`config.mk`:
```
export PLATFORM = sky130hd
export DESIGN_NAME = fragment_reassembly_tracker_top
export DESIGN_NICKNAME = d
export VERILOG_FILES = /design/src/rtl/frt_pkg.sv /design/src/rtl/frt_ram.sv /design/src/rtl/fragment_reassembly_tracker_top.sv
export SDC_FILE = /design/constraint.sdc
export NUM_CORES = 2
export LEC_CHECK = 0
export BUFFER_PORTS_ARGS = -buffer_cell sky130_fd_sc_hd__buf_2
export CAP_MARGIN = 20
export CELL_PAD_IN_SITES_DETAIL_PLACEMENT = 0
export CELL_PAD_IN_SITES_GLOBAL_PLACEMENT = 1
export CORE_MARGIN = 8
export CORE_UTILIZATION = 48
export DETAILED_ROUTE_END_ITERATION = 7
export HOLD_SLACK_MARGIN = 0.12
export PLACE_DENSITY_LB_ADDON = 0.1
export RECOVER_POWER = 25
export SLEW_MARGIN = 25
export SYNTH_ARGS = -nofsm -noshare
export SYNTH_HDL_FRONTEND = slang
export SYNTH_SLANG_ARGS = --single-unit
```
`constraint.sdc`:
```
create_clock -name clk -period 19.7 [get_ports clk]
set_input_delay 3.94 -clock clk [delete_from_list [all_inputs] [get_ports clk]]
set_output_delay 3.94 -clock clk [all_outputs]
set_load 0.005 [all_outputs]
```
`src/rtl/frt_pkg.sv`:
```
// Shared types and constants for the fragment reassembly tracker.
package frt_pkg;

  localparam int TABLE_ENTRIES_DEF = 16;
  localparam int SEQ_SPACE_DEF = 64;
  localparam logic [15:0] DEFAULT_SWEEP_INTERVAL = 16'd100;
  localparam logic [7:0] PREV_NONE = 8'hFE;
  localparam logic [7:0] PREV_WRAPPED = 8'hFF;

  // entry record layout: key, prev, first_time, total_len, total_frags,
  // got_len, got_frags, seen_map
  localparam int ENTRY_W = 32 + 8 + 32 + 16 + 7 + 16 + 7 + 64;

  typedef enum logic [2:0] {
    ST_COMPLETE     = 3'd0,
    ST_IN_PROGRESS  = 3'd1,
    ST_SKIPPED      = 3'd2,
    ST_DUPLICATE    = 3'd3,
    ST_OUT_OF_SEQ   = 3'd4,
    ST_ARGS_INVALID = 3'd5,
    ST_TABLE_FULL   = 3'd6
  } status_t;

  typedef enum logic [2:0] {
    CFG_OOO      = 3'd0,
    CFG_WRAP_EN  = 3'd1,
    CFG_WRAP_VAL = 3'd2,
    CFG_TIMEOUT  = 3'd3,
    CFG_INTERVAL = 3'd4
  } cfg_idx_t;

  typedef enum logic [2:0] {
    S_IDLE,
    S_SEARCH,
    S_READ,
    S_EVAL,
    S_SWEEP_RD,
    S_SWEEP_CHK,
    S_DONE
  } state_t;

  typedef struct packed {
    logic [31:0] key;
    logic [7:0]  prev;
    logic [31:0] first_time;
    logic [15:0] total_len;
    logic [6:0]  total_frags;
    logic [15:0] got_len;
    logic [6:0]  got_frags;
    logic [63:0] seen_map;
  } entry_t;

endpackage

```
`src/rtl/frt_ram.sv`:
```
// Generic single-port-write, single-read RAM with registered read data.
module frt_ram #(
  parameter int WIDTH = 8,
  parameter int DEPTH = 16
) (
  input  logic                     clk,
  input  logic                     we,
  input  logic [$clog2(DEPTH)-1:0] waddr,
  input  logic [WIDTH-1:0]         wdata,
  input  logic [$clog2(DEPTH)-1:0] raddr,
  output logic [WIDTH-1:0]         rdata
);

  logic [WIDTH-1:0] mem [DEPTH];

  always_ff @(posedge clk) begin
    if (we) begin
      mem[waddr] <= wdata;
    end
    rdata <= mem[raddr];
  end

endmodule

```
`src/rtl/fragment_reassembly_tracker_top.sv`:
```
// Top level of the fragment reassembly tracker.
// A key search walks the table entries (N = TABLE_ENTRIES) in order, each entry taking a
// search and a read state through one RAM port and compare unit; an earlier hit ends the
// walk sooner. The next beat is taken in the cycle after the result strobe. A sweep
// fragment also walks every entry; a timed-out hit reruns the walk once.
// Synchronous reset (rst_n low) clears valid bits and sweep count, loads config defaults.
module fragment_reassembly_tracker_top #(
  parameter int TABLE_ENTRIES = frt_pkg::TABLE_ENTRIES_DEF
) (
  input  logic        clk,
  input  logic        rst_n,
  input  logic        start,
  output logic        busy,
  input  logic [31:0] in_message_key,
  input  logic [5:0]  in_seq_num,
  input  logic        in_first_seq_known,
  input  logic [5:0]  in_first_seq,
  input  logic        in_is_final,
  input  logic [15:0] in_total_len,
  input  logic [6:0]  in_total_frags,
  input  logic [11:0] in_data_len,
  input  logic [31:0] in_rx_time,
  input  logic        cfg_we,
  input  logic [2:0]  cfg_index,
  input  logic [31:0] cfg_wdata,
  output logic        out_valid,
  output logic [2:0]  out_status,
  output logic [15:0] out_collected_len,
  output logic [6:0]  out_collected_frags
);

  localparam int IW = (TABLE_ENTRIES > 1) ? $clog2(TABLE_ENTRIES) : 1;
  localparam int CW = $clog2(TABLE_ENTRIES + 1);
  localparam logic [CW-1:0] LAST = CW'(TABLE_ENTRIES - 1);

  frt_pkg::state_t state_r, state_nxt;

  logic        ooo_r, wrap_en_r;
  logic [6:0]  wrap_val_r;
  logic [31:0] timeout_r;
  logic [15:0] interval_r;
  logic [15:0] sweep_cnt_r, sweep_cnt_nxt;

  logic [TABLE_ENTRIES-1:0] valid_r, valid_nxt;

  // latched fragment
  logic [31:0] key_r;
  logic [5:0]  seq_r, fseq_r;
  logic        fknown_r, final_r;
  logic [15:0] tlen_r;
  logic [6:0]  tfrags_r;
  logic [11:0] dlen_r;
  logic [31:0] rx_r;

  logic [CW-1:0] idx_r, idx_nxt;
  logic          hit_r, hit_nxt;
  logic [IW-1:0] hit_idx_r, hit_idx_nxt;
  logic          pass_r, pass_nxt;

  logic [2:0]  st_r, st_nxt;
  logic [15:0] clen_r, clen_nxt;
  logic [6:0]  cfr_r, cfr_nxt;

  logic          ram_we;
  logic [IW-1:0] ram_waddr, ram_raddr;
  frt_pkg::entry_t ram_wdata, ram_rdata;

  frt_ram #(.WIDTH(frt_pkg::ENTRY_W), .DEPTH(TABLE_ENTRIES)) u_ram (
    .clk   (clk),
    .we    (ram_we),
    .waddr (ram_waddr),
    .wdata (ram_wdata),
    .raddr (ram_raddr),
    .rdata (ram_rdata)
  );

  // shared unit: timeout compare against whichever entry is read
  logic [32:0] deadline;
  logic        rd_timed_out;
  assign deadline = {1'b0, ram_rdata.first_time} + {1'b0, timeout_r};
  assign rd_timed_out = {1'b0, rx_r} > deadline;

  logic args_bad;
  assign args_bad = (timeout_r == '0) || (ooo_r && wrap_en_r);

  logic [5:0] seq_m, fseq_m;
  assign seq_m  = 6'(32'(in_seq_num) % frt_pkg::SEQ_SPACE_DEF);
  assign fseq_m = 6'(32'(in_first_seq) % frt_pkg::SEQ_SPACE_DEF);

  // lowest free slot
  logic          free_found;
  logic [IW-1:0] free_idx;
  always_comb begin
    free_found = 1'b0;
    free_idx = '0;
    for (int i = TABLE_ENTRIES - 1; i >= 0; i--) begin
      if (!valid_r[i]) begin
        free_found = 1'b1;
        free_idx = IW'(i);
      end
    end
  end

  // fragment evaluation on an entry record
  frt_pkg::entry_t ent, upd;
  logic [2:0]  ev_st;
  logic        ev_write, ev_keep;
  logic        ev_retry;
  logic [16:0] sum_len;
  logic [7:0]  prev_inc;
  logic [15:0] ev_clen;
  logic [6:0]  ev_cfr;
  logic        dup;

  always_comb begin
    ent = ram_rdata;
    if (!hit_r) begin
      ent.key = key_r;
      ent.prev = frt_pkg::PREV_NONE;
      ent.first_time = rx_r;
      ent.total_len = tlen_r;
      ent.total_frags = (tlen_r != '0) ? 7'd0 : tfrags_r;
      ent.got_len = '0;
      ent.got_frags = '0;
      ent.seen_map = '0;
    end
    prev_inc = ent.prev + 8'd1;
    if (wrap_en_r && seq_r == '0 && {1'b0, wrap_val_r} == prev_inc) begin
      ent.prev = frt_pkg::PREV_WRAPPED;
    end
    // expected next sequence after a possible wrap
    prev_inc = ent.prev + 8'd1;
    upd = ent;
    ev_st = frt_pkg::ST_IN_PROGRESS;
    ev_write = 1'b0;
    ev_keep = 1'b1;
    ev_retry = 1'b0;
    ev_clen = '0;
    ev_cfr = '0;
    sum_len = '0;
    dup = 1'b0;
    // first_time on a new entry is rx itself, never timed out
    if (hit_r && rd_timed_out) begin
      ev_retry = 1'b1;
      ev_keep = 1'b0;
    end else begin
      if (ooo_r) begin
        dup = ent.seen_map[seq_r];
      end else begin
        dup = (ent.prev == {2'b00, seq_r}) ||
              (!wrap_en_r && !ent.prev[7] && ({2'b00, seq_r} < ent.prev));
      end
      if (dup) begin
        ev_st = frt_pkg::ST_DUPLICATE;
        ev_clen = ent.got_len;
        ev_cfr = ent.got_frags;
        ev_write = !hit_r || (ent.prev != ram_rdata.prev);
      end else if (!ooo_r && ent.prev != frt_pkg::PREV_NONE &&
                   prev_inc != {2'b00, seq_r}) begin
        ev_st = frt_pkg::ST_OUT_OF_SEQ;
        ev_keep = 1'b0;
      end else begin
        if (ooo_r) begin
          upd.seen_map[seq_r] = 1'b1;
          if (ent.total_len == '0 && tlen_r != '0) begin
            upd.total_len = tlen_r;
          end else if (ent.total_frags == '0 && tfrags_r != '0) begin
            upd.total_frags = tfrags_r;
          end
        end else begin
          upd.prev = {2'b00, seq_r};
        end
        sum_len = {1'b0, ent.got_len} + 17'(dlen_r);
        upd.got_len = sum_len[16] ? 16'hFFFF : sum_len[15:0];
        if (ent.got_frags != 7'h7F) begin
          upd.got_frags = ent.got_frags + 7'd1;
        end
        if (upd.total_len != '0) begin
          ev_st = (upd.got_len >= upd.total_len) ? frt_pkg::ST_COMPLETE
                                                 : frt_pkg::ST_IN_PROGRESS;
        end else if (upd.total_frags != '0) begin
          ev_st = (upd.got_frags >= upd.total_frags) ? frt_pkg::ST_COMPLETE
                                                     : frt_pkg::ST_IN_PROGRESS;
        end else begin
          ev_st = final_r ? frt_pkg::ST_COMPLETE : frt_pkg::ST_IN_PROGRESS;
        end
        ev_clen = upd.got_len;
        ev_cfr = upd.got_frags;
        ev_write = 1'b1;
        if (ev_st == frt_pkg::ST_COMPLETE) begin
          ev_keep = 1'b0;
        end
      end
    end
  end

  logic [15:0] eff_interval;
  logic [16:0] cnt_inc;
  assign eff_interval = (interval_r == '0) ? frt_pkg::DEFAULT_SWEEP_INTERVAL : interval_r;
  assign cnt_inc = {1'b0, sweep_cnt_r} + 17'd1;

  logic [IW-1:0] idx_lo;
  assign idx_lo = idx_r[IW-1:0];

  always_comb begin
    state_nxt = state_r;
    idx_nxt = idx_r;
    hit_nxt = hit_r;
    hit_idx_nxt = hit_idx_r;
    pass_nxt = pass_r;
    st_nxt = st_r;
    clen_nxt = clen_r;
    cfr_nxt = cfr_r;
    valid_nxt = valid_r;
    sweep_cnt_nxt = sweep_cnt_r;
    ram_we = 1'b0;
    ram_waddr = hit_idx_r;
    ram_wdata = upd;
    ram_raddr = idx_lo;
    unique case (state_r)
      frt_pkg::S_IDLE: begin
        idx_nxt = '0;
        hit_nxt = 1'b0;
        pass_nxt = 1'b0;
        if (start) begin
          if (args_bad) begin
            st_nxt = frt_pkg::ST_ARGS_INVALID;
            clen_nxt = '0;
            cfr_nxt = '0;
            state_nxt = frt_pkg::S_DONE;
          end else begin
            state_nxt = frt_pkg::S_SEARCH;
          end
        end
      end
      frt_pkg::S_SEARCH: begin
        // read issued at idx; compare next cycle
        state_nxt = frt_pkg::S_READ;
      end
      frt_pkg::S_READ: begin
        if (valid_r[idx_lo] && ram_rdata.key == key_r) begin
          hit_nxt = 1'b1;
          hit_idx_nxt = idx_lo;
          ram_raddr = idx_lo;
          state_nxt = frt_pkg::S_EVAL;
        end else if (idx_r == LAST) begin
          hit_nxt = 1'b0;
          state_nxt = frt_pkg::S_EVAL;
          if (ooo_r) begin
            if (fknown_r && fseq_r == seq_r && final_r) begin
              st_nxt = frt_pkg::ST_SKIPPED;
            end
          end else if (fknown_r && fseq_r != seq_r) begin
            st_nxt = frt_pkg::ST_OUT_OF_SEQ;
          end else if (final_r) begin
            st_nxt = frt_pkg::ST_SKIPPED;
          end
          if (!((ooo_r && fknown_r && fseq_r == seq_r && final_r) ||
                (!ooo_r && ((fknown_r && fseq_r != seq_r) || final_r)))) begin
            if (free_found) begin
              hit_idx_nxt = free_idx;
              st_nxt = frt_pkg::ST_IN_PROGRESS;
            end else begin
              st_nxt = frt_pkg::ST_TABLE_FULL;
            end
          end
          if (st_nxt != frt_pkg::ST_IN_PROGRESS) begin
            clen_nxt = '0;
            cfr_nxt = '0;
            state_nxt = frt_pkg::S_SWEEP_RD;
          end
        end else begin
          idx_nxt = idx_r + CW'(1);
          ram_raddr = IW'(idx_r + CW'(1));
          state_nxt = frt_pkg::S_SEARCH;
        end
      end
      frt_pkg::S_EVAL: begin
        if (ev_retry && !pass_r) begin
          valid_nxt[hit_idx_r] = 1'b0;
          pass_nxt = 1'b1;
          hit_nxt = 1'b0;
          idx_nxt = '0;
          ram_raddr = '0;
          state_nxt = frt_pkg::S_SEARCH;
        end else begin
          ram_we = ev_write && !ev_retry;
          valid_nxt[hit_idx_r] = ev_keep;
          st_nxt = ev_retry ? frt_pkg::ST_IN_PROGRESS : ev_st;
          clen_nxt = ev_retry ? 16'd0 : ev_clen;
          cfr_nxt = ev_retry ? 7'd0 : ev_cfr;
          state_nxt = frt_pkg::S_SWEEP_RD;
        end
        idx_nxt = '0;
      end
      frt_pkg::S_SWEEP_RD: begin
        if (cnt_inc > {1'b0, eff_interval}) begin
          sweep_cnt_nxt = '0;
          ram_raddr = '0;
          idx_nxt = '0;
          state_nxt = frt_pkg::S_SWEEP_CHK;
        end else begin
          sweep_cnt_nxt = cnt_inc[15:0];
          state_nxt = frt_pkg::S_DONE;
        end
      end
      frt_pkg::S_SWEEP_CHK: begin
        // one entry per cycle: data for idx arrives now, next read issued
        if (idx_r[CW-1] == 1'b0 || TABLE_ENTRIES == 1 || idx_r <= LAST) begin
          if (valid_r[idx_lo] && rd_timed_out) begin
            valid_nxt[idx_lo] = 1'b0;
          end
        end
        ram_raddr = IW'(idx_r + CW'(1));
        idx_nxt = idx_r + CW'(1);
        if (idx_r == LAST) begin
          state_nxt = frt_pkg::S_DONE;
        end
      end
      frt_pkg::S_DONE: begin
        state_nxt = frt_pkg::S_IDLE;
      end
      default: state_nxt = frt_pkg::S_IDLE;
    endcase
  end

  // S_SWEEP_CHK needs the first read issued ahead of it: insert it via S_SWEEP_RD
  // by reading address 0 there; data arrives when entering S_SWEEP_CHK.

  always_ff @(posedge clk) begin
    if (!rst_n) begin
      state_r <= frt_pkg::S_IDLE;
      valid_r <= '0;
      sweep_cnt_r <= '0;
      ooo_r <= 1'b0;
      wrap_en_r <= 1'b0;
      wrap_val_r <= 7'd64;
      timeout_r <= 32'd1000;
      interval_r <= 16'd100;
      idx_r <= '0;
      hit_r <= 1'b0;
      pass_r <= 1'b0;
    end else begin
      state_r <= state_nxt;
      valid_r <= valid_nxt;
      sweep_cnt_r <= sweep_cnt_nxt;
      idx_r <= idx_nxt;
      hit_r <= hit_nxt;
      pass_r <= pass_nxt;
      if (cfg_we) begin
        unique case (cfg_index)
          frt_pkg::CFG_OOO:      ooo_r <= cfg_wdata[0];
          frt_pkg::CFG_WRAP_EN:  wrap_en_r <= cfg_wdata[0];
          frt_pkg::CFG_WRAP_VAL: wrap_val_r <= cfg_wdata[6:0];
          frt_pkg::CFG_TIMEOUT:  timeout_r <= cfg_wdata;
          frt_pkg::CFG_INTERVAL: interval_r <= cfg_wdata[15:0];
          default: ;
        endcase
      end
    end
  end

  always_ff @(posedge clk) begin
    hit_idx_r <= hit_idx_nxt;
    st_r <= st_nxt;
    clen_r <= clen_nxt;
    cfr_r <= cfr_nxt;
    if (state_r == frt_pkg::S_IDLE && start) begin
      key_r <= in_message_key;
      seq_r <= seq_m;
      fknown_r <= in_first_seq_known;
      fseq_r <= fseq_m;
      final_r <= in_is_final;
      tlen_r <= in_total_len;
      tfrags_r <= in_total_frags;
      dlen_r <= in_data_len;
      rx_r <= in_rx_time;
    end
  end

  assign busy = (state_r != frt_pkg::S_IDLE);
  assign out_valid = (state_r == frt_pkg::S_DONE);
  assign out_status = st_r;
  assign out_collected_len = clen_r;
  assign out_collected_frags = cfr_r;

endmodule

```
# Word level (Yosys, flattened, before mapping)
# Memory sizes are Yosys's and may differ from the RTL's. A register that Yosys moved wholly into a read port is not among the register bits.
# Cells that the tools add are included.
# Widths: inputs -> output; s select.
[totals]
register_bits = 242
ramBits = 2912
input_bits = 152
output_inout_bits = 28
elab_cells = 318
memories = 1
[memory_table]
columns = ["name", "depth", "word_bits", "rd", "rd_ports_with_merged_regs", "write_ports", "line", "source"]
rows = [
  ["u_ram.mem", 16, 182, 1, 1, 1, "frt_ram.sv:14", "logic [WIDTH-1:0] mem [DEPTH];"],
]
[classes]
addsub = 7
n_lt_le_gt_ge = 12
n_eq_ne = 35
mux = 163
n_bitwise = 6
n_reduce_logical = 70
[ops]
columns = ["operator", "count"]
rows = [
  ["$mux 110", 3],
  ["$mux 16", 17],
  ["$mux 182", 1],
  ["$mux 7", 17],
  ["$mux 4", 24],
  ["$mux 23", 4],
  ["$mux 3", 28],
  ["$mux 64", 1],
  ["$or 64x64->64", 1],
  ["$pmux 16 s3", 1],
  ["$mux 1", 44],
  ["$mux 8", 5],
  ["$add 32x32->33", 1],
  ["$gt 32x33->1", 1],
  ["$and 16x16->16", 2],
  ["$eq 32x32->1", 1],
  ["$logic_not 16->1", 2],
  ["$logic_not 32->1", 1],
  ["$not 16->16", 2],
  ["$pmux 16 s2", 1],
  ["$reduce_bool 16->1", 2],
  ["$ne 2x2->1 const B", 13],
  ["$logic_and 1x1->1", 25],
  ["$pmux 7 s3", 1],
  ["other kinds (57)", 95],
]

# Logic depth before layout (Yosys ltp)
[depth]
word_depth = 30
mapped_depth = 37
depth_no_buf = 34

# Hierarchy
# From an unflattened synthesis, not the netlist that was laid out.
[hier_totals]
hier_cells = 6827
hier_area_um2 = 131260.9
[modules_own_cells]
columns = ["mod", "n_inst", "cells_per_inst", "area_each_um2", "seq_area_each_um2"]
rows = [
  ["frt_ram", 1, 4743, 112883.3, 91087.4],
  ["fragment_reassembly_tracker_top", 1, 2084, 18377.6, 6276.0],
]

# Worst setup path before layout
# Ideal clock, no wire load.
[synth_path]
path_type = "reg-to-reg"
from = "register hit_r"
to = "memory u_ram.mem[9][0] in the netlist's numbering (enable)"
setup_ns = 0.948
arrival_ns = 17.412
required_ns = 18.752
slack_ns = 1.340
path_stages_with_launch = 26
n_path_buf = 5
synth_period_minus_slack_ns = 18.360
path_cell_list = "dfxtp_1 > buf_2 > buf_2 > clkbuf_1 > clkbuf_1 > clkbuf_1 > nand2b_1 > ha_1 > and4_1 > a221oi_1 > xnor2_1 > o211ai_1 > o21ai_1 > nor2_1 > inv_1 > ha_1 > xor2_1 > a2111oi_0 > o211a_1 > and4b_1 > o211a_1 > mux2i_1 > o211ai_2 > nand2_1 > a21o_1 > nor3_1"
[synth_via]
elab_chain_cells = 18
word_cells_on_any_way = 35
cone_classes = "add/sub: 2; order compare: 1; eq/ne: 5; mux: 14; reduce/logical: 13"
[synth_rtl]
columns = ["item", "line", "source"]
rows = [
  ["from (decl)", "fragment_reassembly_tracker_top.sv:56", "logic hit_r, hit_nxt;"],
  ["from (signal assigned)", "fragment_reassembly_tracker_top.sv:348", "hit_r <= hit_nxt;"],
  ["parallel branches: the longest is 14 deep, another holds $add 8x1->8", "n/a", ""],
  ["$mux 1 *", "fragment_reassembly_tracker_top.sv:279", "if (ev_retry && !pass_r) begin"],
  ["$mux 1 *", "fragment_reassembly_tracker_top.sv:220", "unique case (state_r)"],
  ["$mux 1 *", "frt_ram.sv:17", "if (we) begin"],
  ["$mux 1 (not written as such) *", "frt_ram.sv:18", "mem[waddr] <= wdata;"],
  ["to (decl)", "frt_ram.sv:14", ""],
]
# Every way passes the cells marked *. The select of a mux whose other input is x is not followed.

# Worst setup path after layout
[layout_path]
from = "register hit_r"
to = "memory u_ram.mem[10][42] in the netlist's numbering (enable)"
# Same word-level chain as after synthesis.

==> summary.txt <==
Global routing
  • First-pass GRT wire length: 567 mm
  • Initial antenna violation count: 16
  • Largest net degree at the start of global routing: 175
  • Vias in the first global route: 80000
  • Global-route usage over all layers: 25.7%
  • Grt total ovfl: 0

STA
  • Setup Skew: 0.0795 ns
  • Fin crit period: 11.12 ns
  • Tightest Pin Transition: 3.98 ns
  • # setup viols final: 0
  • Hold Slack: 0.471 ns
  • Hold Violations, Final: 0
  • Setup TNS: 0 ns
  • Highest Clock Rate: 89.9 MHz
  • Fin. max-slew vios: 411
  • RSZ-0062 raised after global routing: no
  • Tcrit/Tclk final: 56.4%
  • Max-slew headroom: -166%

Layout
  • # fillers: 22600
  • Final core area utilization: 54.3%
  • Final net count: 9990
  • Final instance area: 0.151 mm2
  • Syn-to-layout area delta: 12.7%
  • Layout cells sized above 1: 11.1%

Drt
  • WL final: 392 mm
  • ANT nets after route: 0
  • Vias per cell: 5.99
  • Routed vias: 82300
  • DRC: 0
  • Number of DRC markers in iteration 0: 9060
  • WL/cell: 28.6 um
  • Drt pass-1 iters: 5

Synth
  • Most frequent cell after synthesis: edfxtp_1
  • Post-synthesis mux area share: 6.41%
  • Post-synthesis sequential area ratio: 72.5%
  • Main combinational cell family by area after synthesis: simple AND/OR/NAND/NOR gates
  • Post-synthesis simple-gate area fraction: 10.7%
  • EDFF count, synth: 3055
  • Synth Net Count: 9779
  • Yosys warns: 0
  • Synth top area share: 68.3%
  • #FFs+latches synth: 3336
  • Synth cell types: 87
  • Post-Synth XOR/XNOR Area: 0.704%
  • Syn Std Cell Area: 0.134 mm2
  • Area contributors post-synth: edfxtp_1 68%, nand2_1 5.9%, dfxtp_1 4.2%
  • Top cells by count, synth: 3055 x edfxtp_1, 2120 x nand2_1, 872 x nand3_1
  • Area leader, netlist: edfxtp_1
  • FFs w/ async S/R, synth: 0%
  • Cells after synthesis: 9494
  • Synth Area in Compound Gates: 6.31%
  • Ys flop type: edfxtp_1
  • Post-Synth Adder-Cell Area: 1.25%
  • Syn_area_per_cell: 14.2 um2

Power and ir drop
  • Power Total: 15.8 mW
  • Leakage power: 51.4 nW
  • Power density cells: 104 mW/mm2
  • VDD IR max: 0.0833 mV

Critical path
  • Slowest CP cell: dfxtp_1
  • Crit. End Element: flip-flop
  • Startpoint Class: flip-flop
  • Data arrival, critical path: 11.65 ns
  • Critical path required time: 20.23 ns
  • WS Path Type: reg2reg
  • Worst-path cell chain: and2_0, ha_1, nand3_1, a221oi_1, xnor2_1, o211ai_1, o21ai_0, nor2_1, inv_1, ha_1, xnor2_1, a2111oi_0, o211a_1, and4b_1, o211a_1, mux2i_1, o211ai_1, nand2_1, a21o_1, buf_4, nor2_4, buf_4, buf_4, buf_4
  • CP max FO: 48
  • Most frequent cell on the critical path: buf_4
  • CP max stage delay: 1.50 ns

Die
  • Starting Density: 48.2%
  • Die height: 545 um
  • # IOs: 180
  • Core area: 0.279 mm2
  • Row count: 194
  • Die X: 545 um
  • Die area: 0.297 mm2

Min path
  • HP Class: reg2reg

Clocking
  • CTS clk-pin slew, worst paths: 0.06 ns
  • Root buf cell: clkbuf_16
  • Cts hold-fix bufs: 0
  • Clk_lat worst skew: 0.96 ns
  • CTS Buf Count: 358
  • Setup bufs post-CTS: 0
  • H-tree levels: 5
  • TritonCTS clock tree: yes
  • Sink Count: 3336
  • Post-CTS Resized: 0
  • Clock Path Buffers: 4

Outcome
  • Violated checks: max-capacitance violations, max-slew violations
  • Status: finished with violations

Placed design
  • Gp weighted congestion: 0.847
  • Hpwl dp: 212 mm
  • IO Port Bufs: 179
  • DP Area: 0.139 mm2

Run
  • MaxCap Viol Count: 14
==> registers in the layout (all words and copies together), names as in the netlist, 12 cells and up <==
name	cells
out_collected_len	16
rx_r	32
tlen_r	16
timeout_r	32
interval_r	16
u_ram.mem	2912
key_r	32
u_ram.rdata	182
sweep_cnt_r	16
valid_r	16
dlen_r	12
==> cells by family (layout without fill, tap and decap cells) <==
kind of cell    Yosys count  after routing
compound gates         1249           1249
mux                     660            660
fa+ha+maj               133            133
other cells               0             10
flops                  3336           3336
xor+xnor                108            108
buf+inv                 614           1125
simple gates           3394           3394
==> layout by cell type, fill, tap and decap left out, drive strengths merged, types with 36 or more instances in the layout <==
cell type / count
a22oi: 47
buf: 334
nor2: 172
o22a: 148
edfxtp: 3055
nand4: 40
dfxtp: 281
clkinv: 123
mux4: 152
ha: 131
a32oi: 36
a311oi: 150
mux2i: 429
nand2: 2120
a21oi: 452
o21ai: 147
mux2: 79
xor2: 36
nand3: 873
xnor2: 72
inv: 66
clkbuf: 557
==> final timing paths <==
check	start	end	slack (ns)	cells past startpoint
max reg2reg	hit_r$_SDFFE_PN0P_	u_ram.mem[10][42]$_DFFE_PP_	8.58	24
min reg2reg	interval_r[10]$_SDFFE_PN0P_	interval_r[10]$_SDFFE_PN0P_	0.47	2
min	interval_r[10]$_SDFFE_PN0P_	interval_r[10]$_SDFFE_PN0P_	0.47	2
max	hit_r$_SDFFE_PN0P_	u_ram.mem[10][42]$_DFFE_PP_	8.58	24
==> critical path, delay by kind of cell, from the launching register on <==
| family | cells | cell delay (ns) |
|---|---|---|
| compound gates | 8 | 3.69 |
| buf+inv | 5 | 2.88 |
| simple gates | 6 | 1.61 |
| flops | 1 | 1.50 |
| fa+ha+maj | 2 | 0.58 |
| xor+xnor | 2 | 0.27 |
| mux | 1 | 0.08 |
==> where the power goes <==
group | switching [mW] | total (mW) | internal, mW
clock network | 2.81 | 6.81 | 4.00
logic | 0.726 | 1.09 | 0.368
registers | 0.0804 | 7.88 | 7.80
total | 3.61 | 15.8 | 12.2
==> final cells by class <==
| type | count | area (um2) | area share, % |
|---|---|---|---|
| Antenna cell | 10 | 25.0 | 0.0165 |
| Clock buffer | 487 | 10100 | 6.65 |
| Clock inverter | 173 | 1920 | 1.27 |
| Inverter | 61 | 229 | 0.151 |
| Multi-Input combinational cell | 5544 | 34400 | 22.7 |
| Sequential cell | 3336 | 97400 | 64.3 |
| Tap cell | 3724 | 4660 | 3.08 |
| Timing Repair Buffer | 404 | 2740 | 1.81 |
==> routing by layer <==
layer / vias up / track usage, % / share of wire, %
li1: 36200 / - / -
met1: 42400 / 38.2 / 45
met2: 3077 / 40.4 / 46
met3: 568 / 3.25 / 6.7
met4: 2 / 6.76 / 2.7
met5: - / 0 / 0.0033
==> stage by stage <==
step | std cells | worst slack (ns)
finish | 13700 | 8.58
global route | 13700 | 7.95
CTS | 13700 | 9.57
detailed placement | 13100 | 9.60
global placement | 13100 | 9.61
floorplan | 9494 | 1.34
Power figures use the tool's default switching activity.
